==> src/hw/rtl/lis_pkg.sv <==
// Shared types, sizes and helpers for the longest-increasing-subsequence block.
// No dependencies; imported by the tail RAM, the search controller and the top level.
package lis_pkg;

  // Table depth and stored value width
  localparam int MAX_LEN     = 1024;
  localparam int VALUE_WIDTH = 32;

  // Count holds 0..MAX_LEN, address holds 0..MAX_LEN-1
  localparam int CNT_W  = $clog2(MAX_LEN + 1);
  localparam int ADDR_W = $clog2(MAX_LEN);

  // Width of the lis_length result field
  localparam int LEN_W = 11;

  typedef logic signed [VALUE_WIDTH-1:0] val_t;
  typedef logic [CNT_W-1:0]              cnt_t;
  typedef logic [ADDR_W-1:0]             addr_t;

  // Controller states
  typedef enum logic [1:0] {
    ST_IDLE,
    ST_PROBE,
    ST_WRITE
  } state_t;

  // Access request to the tail RAM
  typedef struct packed {
    logic  rd_en;
    logic  wr_en;
    addr_t addr;
    val_t  wdata;
  } ram_req_t;

  // One finished result
  typedef struct packed {
    logic [LEN_W-1:0] lis_length;
    logic             is_last;
    logic             capacity_overflow;
  } res_t;

  // Midpoint of the open search window [lo, hi)
  function automatic cnt_t mid_of(input cnt_t lo, input cnt_t hi);
    cnt_t span;
    span   = hi - lo;
    mid_of = lo + (span >> 1);
  endfunction

endpackage

==> src/hw/rtl/lis_search_ctrl.sv <==
// Binary-search sequencer: takes a transaction, probes the tail RAM once per cycle, then
// overwrites or appends the tail or flags overflow, and hands over the result. Depends on lis_pkg.
module lis_search_ctrl (
  input  logic              clk,
  input  logic              rst,
  input  logic              in_valid,
  output logic              in_ready,
  input  lis_pkg::val_t     key_in,
  input  logic              start_in,
  input  logic              end_in,
  output lis_pkg::ram_req_t ram_req,
  input  lis_pkg::val_t     ram_rdata,
  input  logic              out_free,
  output logic              res_load,
  output lis_pkg::res_t     res
);
  import lis_pkg::*;

  state_t state, state_next;
  cnt_t   lo, lo_next;
  cnt_t   hi, hi_next;
  cnt_t   mid, mid_next;
  cnt_t   count, count_next;
  logic   overflow, overflow_next;
  val_t   key, key_next;
  logic   last, last_next;

  cnt_t   cnt_base;
  cnt_t   lo_n;
  cnt_t   hi_n;
  logic   ge;

  // Control state
  always_ff @(posedge clk) begin
    if (rst) begin
      state    <= ST_IDLE;
      count    <= '0;
      overflow <= 1'b0;
    end else begin
      state    <= state_next;
      count    <= count_next;
      overflow <= overflow_next;
    end
  end

  // Search window and held item
  always_ff @(posedge clk) begin
    lo   <= lo_next;
    hi   <= hi_next;
    mid  <= mid_next;
    key  <= key_next;
    last <= last_next;
  end

  // Next state, RAM requests and result
  always_comb begin
    state_next    = state;
    lo_next       = lo;
    hi_next       = hi;
    mid_next      = mid;
    count_next    = count;
    overflow_next = overflow;
    key_next      = key;
    last_next     = last;
    in_ready      = 1'b0;
    res_load      = 1'b0;
    ram_req       = '0;
    ram_req.wdata = key;
    cnt_base      = start_in ? '0 : count;
    ge            = (ram_rdata >= key);
    lo_n          = ge ? lo : mid + cnt_t'(1);
    hi_n          = ge ? mid : hi;

    unique case (state)
      ST_IDLE: begin
        in_ready = 1'b1;
        if (in_valid) begin
          key_next   = key_in;
          last_next  = end_in;
          count_next = cnt_base;
          if (start_in) begin
            overflow_next = 1'b0;
          end
          lo_next  = '0;
          hi_next  = cnt_base;
          mid_next = mid_of('0, cnt_base);
          if (cnt_base != '0) begin
            ram_req.rd_en = 1'b1;
            ram_req.addr  = mid_next[ADDR_W-1:0];
            state_next    = ST_PROBE;
          end else begin
            state_next = ST_WRITE;
          end
        end
      end

      // Read data of the previous probe is present; narrow and maybe probe again
      ST_PROBE: begin
        lo_next  = lo_n;
        hi_next  = hi_n;
        mid_next = mid_of(lo_n, hi_n);
        if (lo_n < hi_n) begin
          ram_req.rd_en = 1'b1;
          ram_req.addr  = mid_next[ADDR_W-1:0];
        end else begin
          state_next = ST_WRITE;
        end
      end

      // Overwrite, append or flag overflow once the result slot is free
      ST_WRITE: begin
        if (out_free) begin
          if (lo < count) begin
            ram_req.wr_en = 1'b1;
            ram_req.addr  = lo[ADDR_W-1:0];
          end else if (count < cnt_t'(MAX_LEN)) begin
            ram_req.wr_en = 1'b1;
            ram_req.addr  = count[ADDR_W-1:0];
            count_next    = count + cnt_t'(1);
          end else begin
            overflow_next = 1'b1;
          end
          res_load   = 1'b1;
          state_next = ST_IDLE;
        end
      end

      default: begin
        state_next = ST_IDLE;
      end
    endcase

    res.lis_length        = LEN_W'(count_next);
    res.is_last           = last;
    res.capacity_overflow = overflow_next;
  end

endmodule

==> config.mk <==
export PLATFORM = sky130hd
export DESIGN_NAME = lis_search_ctrl
export DESIGN_NICKNAME = d
export VERILOG_FILES = /design/src/hw/rtl/lis_pkg.sv /design/src/hw/rtl/lis_search_ctrl.sv
export SDC_FILE = /design/constraint.sdc
export NUM_CORES = 1
export LEC_CHECK = 0
export BUFFER_PORTS_ARGS = -buffer_cell sky130_fd_sc_hd__buf_2
export CORE_MARGIN = 2
export CORE_UTILIZATION = 50
export CTS_BUF_LIST = sky130_fd_sc_hd__clkbuf_4 sky130_fd_sc_hd__clkbuf_8
export DETAILED_ROUTE_END_ITERATION = 10
export GPL_ROUTABILITY_DRIVEN = 0
export GPL_TIMING_DRIVEN = 0
export HOLD_SLACK_MARGIN = 0.08
export PLACE_DENSITY = 0.82
export SKIP_CTS_REPAIR_TIMING = 1
export SLEW_MARGIN = 20
export SYNTH_ARGS = -nofsm -noshare
export SYNTH_HDL_FRONTEND = slang
export SYNTH_SLANG_ARGS = --single-unit
==> constraint.sdc <==
create_clock -name clk -period 13.1 [get_ports clk]
set_input_delay 0.655 -clock clk [delete_from_list [all_inputs] [get_ports clk]]
set_output_delay 0.655 -clock clk [all_outputs]
set_load 0.05 [all_outputs]
==> reports/metrics.yaml <==
drt:
  routed_via_density: 5.61
  wl_per_cell_um: 15.9
  wl_um: 14600
  remaining_drc_errors: 0
  antenna_left: 0
  drt_iter0_drc: 293
  firstDrtPassIters: 7
  vias: 5164
logic_synthesis:
  synth-compound-area-share: 0.152
  syn-num-nets: 770
  async_flop_share: 0
  synth_edf_count: 66
  synthXorXnorAreaFrac: 0.0459
  yosysTopAreaCell: "edfxtp_1"
  synth.most_common_cell: "inv_1"
  yosys_warnings: 0
  yosys.area_share.adder: 0.144
  synth_top_family_by_area: "simple AND/OR/NAND/NOR gates"
  netlist_instances: 633
  yosysSeqAreaShare: 0.382
  synth_area_um2: 5920
  syn_area_per_cell_um2: 9.35
  synth_area_leaders: "edfxtp_1, ha_1, dfxtp_1"
  yosys.area_share.simple: 0.162
  synth_top_flop_cell: "edfxtp_1"
  yosys.area.top_type_share: 0.335
  synth_mux_area_frac: 0.0518
  yosys-top-cells-count: "inv_1, nand2_1, edfxtp_1, ha_1, nor2_1"
  synth_cell_types: 60
  synth_seq_cells: 80
clocking:
  cts_tree: "done"
  cts_made_buffers: 9
  max-clock-path-buffers: 2
  ctsRootBufferMaster: "clkbuf_8"
  clk_pin_slew_ns: 0.09
  clkSinkCount: 80
  htree_levels: 3
  clkLatencyLatePin_ns: 0.39
timing:
  final.setup_skew_ns: 0.0122
  maxSlewViolCount: 0
  max_slew_margin: 0.483
  finalSetupTns_ns: 0
  hold_viol_final: 0
  hold_slack_ns: 0.437
  layout_min_cycle_time_ns: 8.13
  tightestPinTransition_ns: 0.773
  clock.fmax_ghz: 0.123
  rsz0062_at_grt: "false"
  finalSetupViolations: 0
  post-route-period-util: 0.621
setup_path:
  start_kind: "flip-flop"
  endpoint_kind: "primary output"
  r2r_cells: 24
  crit_fanout: 10
  arrival_ns: 7.48
  startpoint: "key[17]"
  endpoint: "ram_req[41]"
  r2r_setup_slack_ns: 6.11
  cp.required_ns: 12.44
  r2r-end: "mid[8]"
  worst-setup-path-type: "flip-flop to primary output"
  worstReg2RegStart: "key[17]"
cells_and_area:
  seqCellArea_um2: 2260
  n_fill_cell: 986
  area_delta_synth_final_pct: 17.6
  fin_nets: 909
  multiInputGateArea_um2: 3290
  drive_gt1_frac: 0.212
  diodes: 0
power_and_ir_drop:
  ir_drop_mv: 0.0768
  power.density_nw_per_um2: 138
  p_leak_uw: 0.00319
global_routing:
  overflow: 0
  use_met2: 0.381
  grt_max_degree: 36
  met1_usage: 0.311
  global_route.usage.total: 0.233
  grt_pass1_vias: 4806
  use_met3: 0.0423
  busiest_layer: "met2"
  antenna_found_initial: 0
  grt_pass1_wl_um: 23400
floorplanning:
  die_area_um2: 12700
  core-area_um2: 11500
  rows: 39
  chipWidth_um: 113
  start_util: 0.516
  io_pins: 129
  fp.dieH_um: 113
status:
  status: "completed"
min_path:
  worst_hold_path_type: "primary input to flip-flop"
  whs_path_depth: 1
placed_design:
  hpwl_um: 11600
  port-buffer-count: 128
run:
  maxCapViolations: 0
-- worst max-delay path: stages, from the launching register on --
cell and delay, ns:
edfxtp_1 0.35, inv_1 0.04, ha_1 0.30, a21o_1 0.19, a221o_1 0.32, a221o_1 0.38
o21a_1 0.27, nor3_4 0.38, clkbuf_1 0.44, buf_1 0.48, mux2_2 0.43, ha_1 0.31
a21oi_1 0.20, nor2_1 0.06, nor2_1 0.12, nand2_1 0.07, a211o_1 0.28, a31oi_1 0.35
xnor2_1 0.12, ha_1 0.22, nor3_1 0.39, nand2_1 0.14, nor3_1 0.33, o31ai_1 0.15
xor2_1 0.29, a221o_1 0.22, buf_2 0.27
-- state kept, by name, indices dropped and copies added (netlist names) --
name	cells
hi	11
state	2
last	1
overflow	1
key	32
mid	11
count	11
lo	11
-- worst min-delay path by stage --
stage          startpoint  endpoint  slack [ns]
2_1_floorplan    overflow  overflow        0.55
3_3_place_gp     overflow  overflow        0.59
3_5_place_dp     overflow  overflow        0.63
4_1_cts         key_in[6]    key[6]        0.42
5_1_grt         key_in[4]    key[4]        0.42
6_report        key_in[6]    key[6]        0.44
-- cell usage in the layout (no fill, tap or decap), types with 18 or more instances in the layout --
cell and n:
clkbuf_1 21, ha_1 65, nor2_1 44, nand3_1 19, a21oi_1 30, xnor2_1 18
edfxtp_1 66, buf_2 128, mux2i_1 18, nand2_1 67, o21ai_0 26, inv_1 69
-- cell type report --
cell class / count / share of cell area
Tap cell: 143 / 0.0257
Sequential cell: 80 / 0.325
Buffer: 26 / 0.0151
Clock buffer: 9 / 0.0178
Timing Repair Buffer: 128 / 0.0921
Inverter: 70 / 0.0378
Clock inverter: 7 / 0.0137
Multi-Input combinational cell: 457 / 0.473
-- routing by layer --
| metal | up-vias | wire length, um | part of all wire |
|---|---|---|---|
| met3 | 24 | 1380 | 0.095 |
| met5 | - | 0 | 0 |
| met4 | 0 | 304 | 0.021 |
| li1 | 2547 | - | - |
| met2 | 257 | 6540 | 0.45 |
| met1 | 2336 | 6370 | 0.44 |
-- report_power, final --
group / internal [uW] / switching (uW)
clock: 107 / 99.2
combinational: 166 / 287
sequential: 292 / 9.01
-- cells by family (layout without fill, tap and decap cells) --
logic type      count (synthesis)  after routing
compound gates                129            129
xor+xnor                       31             31
fa+ha+maj                      67             67
buf+inv                        96            240
flops                          80             80
mux                            29             29
simple gates                  201            201
-- through the flow --
stage	worst slack [ns]	util	area [um^2]	total power, uW	std cells
global route	4.35	0.607	6960	1020	920
finish	4.97	0.607	6960	960	920
CTS	5.01	0.607	6960	956	920
global placement	5.18	0.588	6740	739	904
detailed placement	5.13	0.588	6740	747	904
floorplan	5.86	-	5920	639	633
Power figures use the tool's default switching activity.
